--- config.mk ---
export PLATFORM = sky130hd
export DESIGN_NAME = readahead_writeback_buffer_ctrl
export DESIGN_NICKNAME = d
export VERILOG_FILES = /design/src/hdl/rwb_pkg.sv /design/src/hdl/rwb_cfg_regs.sv /design/src/hdl/rwb_core.sv /design/src/hdl/rwb_out_reg.sv /design/src/hdl/readahead_writeback_buffer_ctrl.sv
export SDC_FILE = /design/constraint.sdc
export NUM_CORES = 2
export LEC_CHECK = 0
export BUFFER_PORTS_ARGS = -buffer_cell sky130_fd_sc_hd__buf_4
export CORE_ASPECT_RATIO = 0.7
export CORE_UTILIZATION = 45
export CTS_BUF_LIST = sky130_fd_sc_hd__clkbuf_8
export DETAILED_ROUTE_END_ITERATION = 10
export PLACE_DENSITY_LB_ADDON = 0.1
export REMOVE_ABC_BUFFERS = 1
export SYNTH_ARGS = -nofsm -noshare
export SYNTH_HDL_FRONTEND = slang
export SYNTH_HIERARCHICAL = 1
export SYNTH_SLANG_ARGS = --single-unit
--- constraint.sdc ---
create_clock -name aclk -period 17.8 [get_ports aclk]
set_input_delay 3.56 -clock aclk [delete_from_list [all_inputs] [get_ports aclk]]
set_output_delay 3.56 -clock aclk [all_outputs]
set_load 0.005 [all_outputs]
--- src/hdl/rwb_pkg.sv ---
// Shared types and codes for the read-ahead / write-combining buffer controller.
`timescale 1ns / 1ps

package rwb_pkg;

    // Request kinds carried on the input tuser
    typedef enum logic [1:0] {
        CMD_READ  = 2'd0,
        CMD_WRITE = 2'd1,
        CMD_FLUSH = 2'd2,
        CMD_REPLY = 2'd3
    } cmd_t;

    // Result actions carried on the output tuser
    typedef enum logic [2:0] {
        ACT_BWRITE = 3'd0,
        ACT_DREAD  = 3'd1,
        ACT_FILL   = 3'd2,
        ACT_SERVE  = 3'd3,
        ACT_STASH  = 3'd4,
        ACT_DONE   = 3'd5,
        ACT_FAIL   = 3'd6,
        ACT_BUSY   = 3'd7
    } action_t;

    // Which backend reply the controller is waiting for
    typedef enum logic [6:0] {
        W_NONE        = 7'b0000001,
        W_FLUSH_READ  = 7'b0000010,
        W_FLUSH_WRITE = 7'b0000100,
        W_THROUGH     = 7'b0001000,
        W_DIRECT      = 7'b0010000,
        W_FILL        = 7'b0100000,
        W_FLUSH_CMD   = 7'b1000000
    } await_t;

    // Configuration register indexes
    localparam logic [1:0] REG_DIRECT_ONLY = 2'd0;
    localparam logic [1:0] REG_WINDOW_SIZE = 2'd1;
    localparam logic [1:0] REG_RUN_SIZE    = 2'd2;

    localparam int OFF_W  = 63;
    localparam int LEN_W  = 32;
    localparam int SIZE_W = 17;
    localparam int IDX_W  = 16;

    typedef struct packed {
        cmd_t              cmd;
        logic [OFF_W-1:0]  offset;
        logic [LEN_W-1:0]  length;
        logic              reply_ok;
        logic [LEN_W-1:0]  reply_count;
    } item_t;

    typedef struct packed {
        action_t           action;
        logic [OFF_W-1:0]  out_offset;
        logic [LEN_W-1:0]  out_length;
        logic [IDX_W-1:0]  buf_index;
    } result_t;

    // Effective (clamped) configuration seen by the core
    typedef struct packed {
        logic              direct_only;
        logic [SIZE_W-1:0] win_eff;
        logic [SIZE_W-1:0] run_eff;
    } cfg_t;

endpackage

--- src/hdl/rwb_cfg_regs.sv ---
// Configuration registers with window and run size clamping.
`timescale 1ns / 1ps

module rwb_cfg_regs import rwb_pkg::*; #(
    parameter int WINDOW_BYTES = 65536,
    parameter int RUN_BYTES    = 65536
) (
    input  logic              aclk,
    input  logic              aresetn,
    input  logic              cfg_valid,
    output logic              cfg_ready,
    input  logic [1:0]        cfg_addr,
    input  logic [SIZE_W-1:0] cfg_wdata,
    output cfg_t              cfg
);

    localparam int SIZE_MAX = (1 << SIZE_W) - 1;
    localparam int WIN_LIM  = (WINDOW_BYTES > SIZE_MAX) ? SIZE_MAX : WINDOW_BYTES;
    localparam int RUN_LIM  = (RUN_BYTES > SIZE_MAX) ? SIZE_MAX : RUN_BYTES;
    localparam logic [SIZE_W-1:0] WIN_CLAMP = SIZE_W'(WIN_LIM);
    localparam logic [SIZE_W-1:0] RUN_CLAMP = SIZE_W'(RUN_LIM);

    logic              direct_only_reg;
    logic [SIZE_W-1:0] window_size_reg;
    logic [SIZE_W-1:0] run_size_reg;

    assign cfg_ready = 1'b1;

    always_ff @(posedge aclk) begin
        if (!aresetn) begin
            direct_only_reg <= 1'b0;
            window_size_reg <= '0;
            run_size_reg    <= '0;
        end else if (cfg_valid) begin
            unique case (cfg_addr)
                REG_DIRECT_ONLY: direct_only_reg <= cfg_wdata[0];
                REG_WINDOW_SIZE: window_size_reg <= cfg_wdata;
                REG_RUN_SIZE:    run_size_reg    <= cfg_wdata;
                default: ;
            endcase
        end
    end

    always_comb begin
        cfg.direct_only = direct_only_reg;
        cfg.win_eff     = (window_size_reg < WIN_CLAMP) ? window_size_reg : WIN_CLAMP;
        cfg.run_eff     = (run_size_reg < RUN_CLAMP) ? run_size_reg : RUN_CLAMP;
    end

endmodule

--- src/hdl/rwb_core.sv ---
// Input register, controller state and the per-word decision logic.
`timescale 1ns / 1ps

module rwb_core import rwb_pkg::*; (
    input  logic    aclk,
    input  logic    aresetn,
    input  cfg_t    cfg,
    input  logic    in_valid,
    output logic    in_ready,
    input  item_t   in_item,
    output logic    res_valid,
    input  logic    res_ready,
    output result_t res
);

    logic              p_valid_reg;
    item_t             item_reg;
    logic              adv;

    logic [OFF_W-1:0]  run_start_reg, run_start_next;
    logic [SIZE_W-1:0] run_length_reg, run_length_next;
    logic [OFF_W-1:0]  window_start_reg, window_start_next;
    logic [SIZE_W-1:0] window_length_reg, window_length_next;
    logic [OFF_W-1:0]  next_seq_reg, next_seq_next;
    await_t            awaiting_reg, awaiting_next;
    logic [OFF_W-1:0]  saved_off_reg, saved_off_next;
    logic [LEN_W-1:0]  saved_len_reg, saved_len_next;

    // request operands: live item, or the saved request on a reply
    logic [OFF_W-1:0]  r_off;
    logic [LEN_W-1:0]  r_len;
    logic              is_reply;

    // read path
    logic              rd_direct;
    logic              rd_hit;
    logic [OFF_W-1:0]  d_cur;
    logic [OFF_W:0]    hit_end;
    logic [LEN_W-1:0]  fill_sz;
    logic [LEN_W-1:0]  fill_got;
    logic [SIZE_W-1:0] new_wl;
    logic              is_fill_reply;

    // serve unit
    logic [OFF_W-1:0]  sv_start;
    logic [SIZE_W-1:0] sv_wl;
    logic [OFF_W-1:0]  sv_d;
    logic              sv_in;
    logic [OFF_W-1:0]  sv_inbuf;
    logic [LEN_W-1:0]  sv_avail;
    logic [IDX_W-1:0]  sv_idx;
    logic [OFF_W-1:0]  sv_next_seq;

    // write path
    logic [SIZE_W-1:0] rl;
    logic              wr_big;
    logic              wr_flush;
    logic [OFF_W-1:0]  run_end;
    logic [LEN_W:0]    run_fill;

    logic              do_read;
    logic              do_write;

    assign adv       = p_valid_reg && res_ready;
    assign in_ready  = !p_valid_reg || res_ready;
    assign res_valid = p_valid_reg;

    always_ff @(posedge aclk) begin
        if (!aresetn) begin
            p_valid_reg <= 1'b0;
        end else if (in_ready) begin
            p_valid_reg <= in_valid;
        end
    end

    always_ff @(posedge aclk) begin
        if (in_ready && in_valid) begin
            item_reg <= in_item;
        end
    end

    // ---------------- shared datapath ----------------
    always_comb begin
        is_reply = (item_reg.cmd == CMD_REPLY);
        r_off    = is_reply ? saved_off_reg : item_reg.offset;
        r_len    = is_reply ? saved_len_reg : item_reg.length;

        rd_direct = cfg.direct_only || (cfg.win_eff == '0) ||
                    (r_len >= LEN_W'(cfg.win_eff));
        d_cur     = r_off - window_start_reg;
        hit_end   = {1'b0, d_cur} + (OFF_W+1)'(r_len);
        rd_hit    = (window_length_reg != '0) && (r_off >= window_start_reg) &&
                    (hit_end <= (OFF_W+1)'(window_length_reg));

        fill_sz       = (r_off == next_seq_reg) ? LEN_W'(cfg.win_eff) : r_len;
        fill_got      = (item_reg.reply_count < fill_sz) ? item_reg.reply_count : fill_sz;
        new_wl        = fill_got[SIZE_W-1:0];
        is_fill_reply = is_reply && (awaiting_reg == W_FILL);

        // serve from the current window, or from the one just filled
        sv_start    = is_fill_reply ? saved_off_reg : window_start_reg;
        sv_wl       = is_fill_reply ? new_wl : window_length_reg;
        sv_d        = r_off - sv_start;
        sv_in       = (r_off >= sv_start) && (sv_d < OFF_W'(sv_wl));
        sv_inbuf    = OFF_W'(sv_wl) - sv_d;
        sv_avail    = '0;
        sv_idx      = '0;
        if (sv_in) begin
            sv_idx   = sv_d[IDX_W-1:0];
            sv_avail = (LEN_W'(sv_inbuf[SIZE_W-1:0]) < r_len) ?
                       LEN_W'(sv_inbuf[SIZE_W-1:0]) : r_len;
        end
        sv_next_seq = r_off + OFF_W'(sv_avail);

        // a write retried after its flush sees an empty run
        rl       = is_reply ? '0 : run_length_reg;
        wr_big   = (cfg.run_eff == '0) || (r_len >= LEN_W'(cfg.run_eff));
        run_end  = run_start_reg + OFF_W'(rl);
        run_fill = (LEN_W+1)'(rl) + {1'b0, r_len};
        wr_flush = (rl != '0) &&
                   ((r_off != run_end) || (run_fill > (LEN_W+1)'(cfg.run_eff)));
    end

    // ---------------- decision ----------------
    always_comb begin
        run_start_next     = run_start_reg;
        run_length_next    = run_length_reg;
        window_start_next  = window_start_reg;
        window_length_next = window_length_reg;
        next_seq_next      = next_seq_reg;
        awaiting_next      = awaiting_reg;
        saved_off_next     = saved_off_reg;
        saved_len_next     = saved_len_reg;
        do_read            = 1'b0;
        do_write           = 1'b0;

        res.action     = ACT_BUSY;
        res.out_offset = '0;
        res.out_length = '0;
        res.buf_index  = '0;

        if (!is_reply) begin
            if (awaiting_reg != W_NONE) begin
                res.action = ACT_BUSY;
            end else begin
                case (item_reg.cmd)
                    CMD_READ: begin
                        if (run_length_reg != '0) begin
                            saved_off_next = item_reg.offset;
                            saved_len_next = item_reg.length;
                            awaiting_next  = W_FLUSH_READ;
                            res.action     = ACT_BWRITE;
                            res.out_offset = run_start_reg;
                            res.out_length = LEN_W'(run_length_reg);
                        end else begin
                            do_read = 1'b1;
                        end
                    end
                    CMD_WRITE: do_write = 1'b1;
                    default: begin
                        if (run_length_reg != '0) begin
                            awaiting_next  = W_FLUSH_CMD;
                            res.action     = ACT_BWRITE;
                            res.out_offset = run_start_reg;
                            res.out_length = LEN_W'(run_length_reg);
                        end else begin
                            res.action = ACT_DONE;
                        end
                    end
                endcase
            end
        end else begin
            awaiting_next = W_NONE;
            if (awaiting_reg == W_NONE || !item_reg.reply_ok) begin
                res.action = ACT_FAIL;
            end else begin
                unique case (awaiting_reg)
                    W_FLUSH_READ: begin
                        run_length_next = '0;
                        do_read         = 1'b1;
                    end
                    W_FLUSH_WRITE: begin
                        run_length_next = '0;
                        do_write        = 1'b1;
                    end
                    W_THROUGH: res.action = ACT_DONE;
                    W_DIRECT: begin
                        res.action     = ACT_DONE;
                        res.out_length = item_reg.reply_count;
                    end
                    W_FILL: begin
                        window_start_next  = saved_off_reg;
                        window_length_next = new_wl;
                        next_seq_next      = sv_next_seq;
                        res.action         = ACT_SERVE;
                        res.out_offset     = r_off;
                        res.out_length     = sv_avail;
                        res.buf_index      = sv_idx;
                    end
                    W_FLUSH_CMD: begin
                        run_length_next = '0;
                        res.action      = ACT_DONE;
                    end
                    default: res.action = ACT_FAIL;
                endcase
            end
        end

        if (do_read) begin
            saved_off_next = r_off;
            saved_len_next = r_len;
            if (rd_direct) begin
                awaiting_next  = W_DIRECT;
                res.action     = ACT_DREAD;
                res.out_offset = r_off;
                res.out_length = r_len;
            end else if (rd_hit) begin
                next_seq_next  = sv_next_seq;
                res.action     = ACT_SERVE;
                res.out_offset = r_off;
                res.out_length = sv_avail;
                res.buf_index  = sv_idx;
            end else begin
                awaiting_next  = W_FILL;
                res.action     = ACT_FILL;
                res.out_offset = r_off;
                res.out_length = fill_sz;
            end
        end

        if (do_write) begin
            saved_off_next = r_off;
            saved_len_next = r_len;
            if (wr_big || wr_flush) begin
                res.action = ACT_BWRITE;
                if (rl != '0) begin
                    awaiting_next  = W_FLUSH_WRITE;
                    res.out_offset = run_start_reg;
                    res.out_length = LEN_W'(rl);
                end else begin
                    awaiting_next  = W_THROUGH;
                    res.out_offset = r_off;
                    res.out_length = r_len;
                end
            end else begin
                if (rl == '0) begin
                    run_start_next = r_off;
                end
                run_length_next = rl + r_len[SIZE_W-1:0];
                res.action      = ACT_STASH;
                res.out_offset  = r_off;
                res.out_length  = r_len;
                res.buf_index   = rl[IDX_W-1:0];
            end
        end
    end

    always_ff @(posedge aclk) begin
        if (!aresetn) begin
            run_start_reg     <= '0;
            run_length_reg    <= '0;
            window_start_reg  <= '0;
            window_length_reg <= '0;
            next_seq_reg      <= '0;
            awaiting_reg      <= W_NONE;
            saved_off_reg     <= '0;
            saved_len_reg     <= '0;
        end else if (adv) begin
            run_start_reg     <= run_start_next;
            run_length_reg    <= run_length_next;
            window_start_reg  <= window_start_next;
            window_length_reg <= window_length_next;
            next_seq_reg      <= next_seq_next;
            awaiting_reg      <= awaiting_next;
            saved_off_reg     <= saved_off_next;
            saved_len_reg     <= saved_len_next;
        end
    end

endmodule

--- src/hdl/rwb_out_reg.sv ---
// Result register in front of the master-side stream.
`timescale 1ns / 1ps

module rwb_out_reg import rwb_pkg::*; (
    input  logic    aclk,
    input  logic    aresetn,
    input  logic    in_valid,
    output logic    in_ready,
    input  result_t in_res,
    output logic    out_valid,
    input  logic    out_ready,
    output result_t out_res
);

    logic    valid_reg;
    result_t res_reg;

    assign in_ready  = !valid_reg || out_ready;
    assign out_valid = valid_reg;
    assign out_res   = res_reg;

    always_ff @(posedge aclk) begin
        if (!aresetn) begin
            valid_reg <= 1'b0;
        end else if (in_ready) begin
            valid_reg <= in_valid;
        end
    end

    always_ff @(posedge aclk) begin
        if (in_ready && in_valid) begin
            res_reg <= in_res;
        end
    end

endmodule

--- src/hdl/readahead_writeback_buffer_ctrl.sv ---
// Top level of the read-ahead window and write-combining run controller.
`timescale 1ns / 1ps

// Controller for one file handle's read-ahead window and write-combining run.
// Each input word (read, write, flush request, or backend reply) produces
// exactly one result word naming the next action: backend write, direct
// read, window fill, serve from a window index, stash at a run index, done,
// fail or busy. Requests that arrive while a backend reply is pending get
// busy; a reply with nothing pending gets fail. Throughput is one word per
// clock unless m_tready stalls: a word sits in the input register while the
// decision logic (a few 63-bit subtracts and compares against the window
// and run bounds) computes its result and state update, and the result
// lands in the output register. Between s_ acceptance and m_tvalid the word
// passes through the input register and then the result register.
// Backpressure on m_tready stalls the input register, which then stalls
// s_tready. Configuration (cfg_addr 0 direct_only, 1 window_size,
// 2 run_size) must only be written while no word is in flight; the port is
// always ready. Effective sizes are min(register, WINDOW_BYTES/RUN_BYTES).
module readahead_writeback_buffer_ctrl import rwb_pkg::*; #(
    parameter int WINDOW_BYTES = 65536,
    parameter int RUN_BYTES    = 65536
) (
    input  logic          aclk,
    input  logic          aresetn,

    input  logic          s_tvalid,
    output logic          s_tready,
    // [62:0] offset, [94:63] length, [95] reply_ok, [127:96] reply_count
    input  logic [127:0]  s_tdata,
    // [1:0] cmd
    input  logic [1:0]    s_tuser,

    output logic          m_tvalid,
    input  logic          m_tready,
    // [62:0] out_offset, [94:63] out_length, [110:95] buf_index, [111] zero
    output logic [111:0]  m_tdata,
    // [2:0] action
    output logic [2:0]    m_tuser,

    input  logic          cfg_valid,
    output logic          cfg_ready,
    input  logic [1:0]    cfg_addr,
    input  logic [16:0]   cfg_wdata
);

    cfg_t    cfg;
    item_t   in_item;
    logic    res_valid;
    logic    res_ready;
    result_t res;
    result_t out_res;

    // unpack the incoming word
    always_comb begin
        in_item.cmd         = cmd_t'(s_tuser);
        in_item.offset      = s_tdata[62:0];
        in_item.length      = s_tdata[94:63];
        in_item.reply_ok    = s_tdata[95];
        in_item.reply_count = s_tdata[127:96];
    end

    rwb_cfg_regs #(
        .WINDOW_BYTES (WINDOW_BYTES),
        .RUN_BYTES    (RUN_BYTES)
    ) u_cfg (
        .aclk      (aclk),
        .aresetn   (aresetn),
        .cfg_valid (cfg_valid),
        .cfg_ready (cfg_ready),
        .cfg_addr  (cfg_addr),
        .cfg_wdata (cfg_wdata),
        .cfg       (cfg)
    );

    rwb_core u_core (
        .aclk      (aclk),
        .aresetn   (aresetn),
        .cfg       (cfg),
        .in_valid  (s_tvalid),
        .in_ready  (s_tready),
        .in_item   (in_item),
        .res_valid (res_valid),
        .res_ready (res_ready),
        .res       (res)
    );

    rwb_out_reg u_out (
        .aclk      (aclk),
        .aresetn   (aresetn),
        .in_valid  (res_valid),
        .in_ready  (res_ready),
        .in_res    (res),
        .out_valid (m_tvalid),
        .out_ready (m_tready),
        .out_res   (out_res)
    );

    // pack the result word
    assign m_tuser = out_res.action;
    assign m_tdata = {1'b0, out_res.buf_index, out_res.out_length, out_res.out_offset};

endmodule

==> metrics.cfg <==
[timing]
final.period_utilization_pct=95.1
drv_slew=0
relSlewSlack_pct=0.548
tightest_slew_ns=1.48
rsz0062_at_grt=no
timing.fmax_mhz=59.1
min_period_ns=16.93
finalSetupViolations=0
hold_viol=0
clock-skew-final_ns=0.0601

[outcome]
violations=max-capacitance violations
status=complete, but fails checks

[worst_setup_path]
worstSetupPathType=flop to flop
worstPathRequired_ns=18.58
worst-path-max-fanout=96
crit_top_cell=a21oi_1
reg2reg_from=u_core/item_reg[129]
crit_arrival_ns=17.71
crit_slowest_cell=edfxtp_1
slowest_delay_ns=0.89
worst_r2r_path_depth=52
start_kind=flop
reg2reg_setup_slack_ns=0.87
r2r_end=u_core/next_seq_reg[60]
critPathCaptureType=flop

[cells_and_area]
nets=7031
syn2layout_area_growth_pct=11.0
final_cell_area_um2=56300
fillers=10800
drive_gt1_share_pct=11.1
largest_register_ffs=130
final_cell_count_no_fill=8108

[synthesis]
yosys_register_bits=606
synth_top_area_share_pct=14.4
synth.most_common_cell=nand2_1
synthDistinctLibCells=123
synth-edff-count=244
async_reset_ff_share_pct=0
synth_area_leaders=edfxtp_1 14%, dfxtp_1 14%, ha_1 8.9%
synthTopCellsByCount=784 x nand2_1, 643 x a21oi_1, 406 x nor2_1
yosys.area.top_type=edfxtp_1
synth_cells=6402
syn_area_um2=50700
yosysWarningCount=6
avgSynthCellArea_um2=7.92
synth_flop_cell=dfxtp_1
yosysSeqAreaShare_pct=28.7

[min_path]
hold_depth=2
hold_path_startpoint=u_core/saved_len_reg[1]
hold_path_end=u_core/saved_len_reg[1]
worstHoldPathType=flop to flop

[placement]
place.gp.congestion=1.07
io_buffer_count=269
dp.cells=7912
hpwl_um=196000
placed_cell_area_um2=54000

[global_route]
grt_max_degree=97
grt_pass1_wl_um=344000
grt_overflow=0
grt_pass1_vias=46900
grt_antenna_before_repair=12
grtUsageTotal_pct=41.2

[job]
cap_violations=2

[floorplan]
die-height_um=283
core_area_um2=111000
die-area_um2=114000
io-pin-count=272
placement_rows=102
start_util_pct=45.6
fp.dieW_um=403

[clock_tree]
cts-buffers-inserted=103
insertion_delay_ns=0.86
cts_setup_buffers=0
clk_path_buf_depth=3
clk_pin_slew_ns=0.07
htree_levels=3
clkSinkCount=606
tritoncts=done
clk_root_buffer_cell=clkbuf_8

[drt]
vias=53200
routed_wl_um=245000
drt_iter0_drc=8232
drcViolationCount=0
detail-route-antenna-nets=0
wl_per_cell_um=30.3
via_per_inst=6.56
drtPass1Iterations=7

[power]
power_density_nw_per_um2=77.7
peakVddDrop_mv=0.0641
p_leak_nw=21.7

-- layer usage --
metal	GRT usage [%]	part of all wire, %	routed length (µm)
met5	0	0.0090	22
met4	8.22	2.2	5370
met3	18.4	16	39600
met2	51.0	36	88600
met1	63.3	46	112000
-- kinds of logic after synthesis --
| logic type | share of synthesized area (%) |
|---|---|
| adder cells (fa/ha/maj) | 9.36 |
| other | 0.0222 |
| multiplexers | 4.36 |
| XOR/XNOR | 4.95 |
| AND/OR/NAND/NOR | 22.0 |
| buffers and inverters | 5.56 |
| flip-flops | 28.7 |
| AO/OA/AOI/OAI | 25.0 |
-- how the worst max path moves through the flow --
| stage | endpoint | cells after the start | start | slack (ns) |
|---|---|---|---|---|
| floorplan | u_core/next_seq_reg[37] | 37 | u_core/item_reg[129] | -8.95 |
| global placement | u_core/next_seq_reg[60] | 57 | u_core/item_reg[129] | 1.82 |
| detailed placement | u_core/next_seq_reg[60] | 56 | u_core/item_reg[129] | 1.45 |
| CTS | u_core/next_seq_reg[60] | 56 | u_core/item_reg[129] | 1.43 |
| global route | u_core/next_seq_reg[39] | 56 | u_core/item_reg[129] | 0.15 |
| finish | u_core/next_seq_reg[60] | 52 | u_core/item_reg[129] | 0.87 |
-- area by class of cell --
cell class / instances / area (µm²) / area share, %
antenna: 3 / 7.51 / 0.0133
clock buffer: 118 / 1620 / 2.89
clock inverter: 75 / 702 / 1.25
inverter: 327 / 1230 / 2.19
multi-input combinational: 5105 / 33500 / 59.5
sequential: 606 / 14600 / 25.9
tap: 1508 / 1890 / 3.35
timing repair buffer: 366 / 2770 / 4.93
-- cell usage in the layout (no fill, tap or decap), types with 141 or more instances in the layout --
cell type	count
nand2_1	780
a21oi_1	641
nor2_1	403
o21ai_0	374
buf_4	364
dfxtp_1	362
ha_1	361
inv_1	348
edfxtp_1	244
nand3_1	234
xnor2_1	215
a21o_1	183
mux2i_1	167
nand4_1	141
-- timing repair --
item,CTS,global route
resized for setup,0,1
setup endpoints to repair,0,8
hold buffers,0,0
-- metrics by stage --
| stage | setup WS (ns) | hold WS [ns] | utilization (%) | setup TNS, ns | total power, mW |
|---|---|---|---|---|---|
| CTS | 1.43 | 0.455 | 50.6 | 0 | 4.33 |
| global placement | 1.82 | 0.441 | 48.5 | 0 | 2.86 |
| global route | 0.145 | 0.467 | 50.6 | 0 | 4.52 |
| finish | 0.875 | 0.454 | 50.6 | 0 | 4.37 |
| detailed placement | 1.45 | 0.446 | 48.5 | 0 | 2.85 |
| floorplan | -8.95 | 0.432 | - | -1334.24 | 2.36 |
-- power breakdown --
part	switching (mW)	total (mW)	internal [mW]	leakage, nW
Combinational	0.913	1.37	0.459	15.1
Sequential	0.0354	1.53	1.49	5.29
Clock	0.676	1.48	0.800	1.28
Total	1.62	4.37	2.75	21.7
-- critical path: cells and delay by family (launching register included) --
kind,cells,cell delay [ns]
flip-flops,1,0.89
AND/OR/NAND/NOR,10,4.13
buffers and inverters,4,0.67
XOR/XNOR,1,0.13
AO/OA/AOI/OAI,29,8.29
adder cells (fa/ha/maj),5,1.63
multiplexers,3,0.99
(Power assumes the default switching activity.)
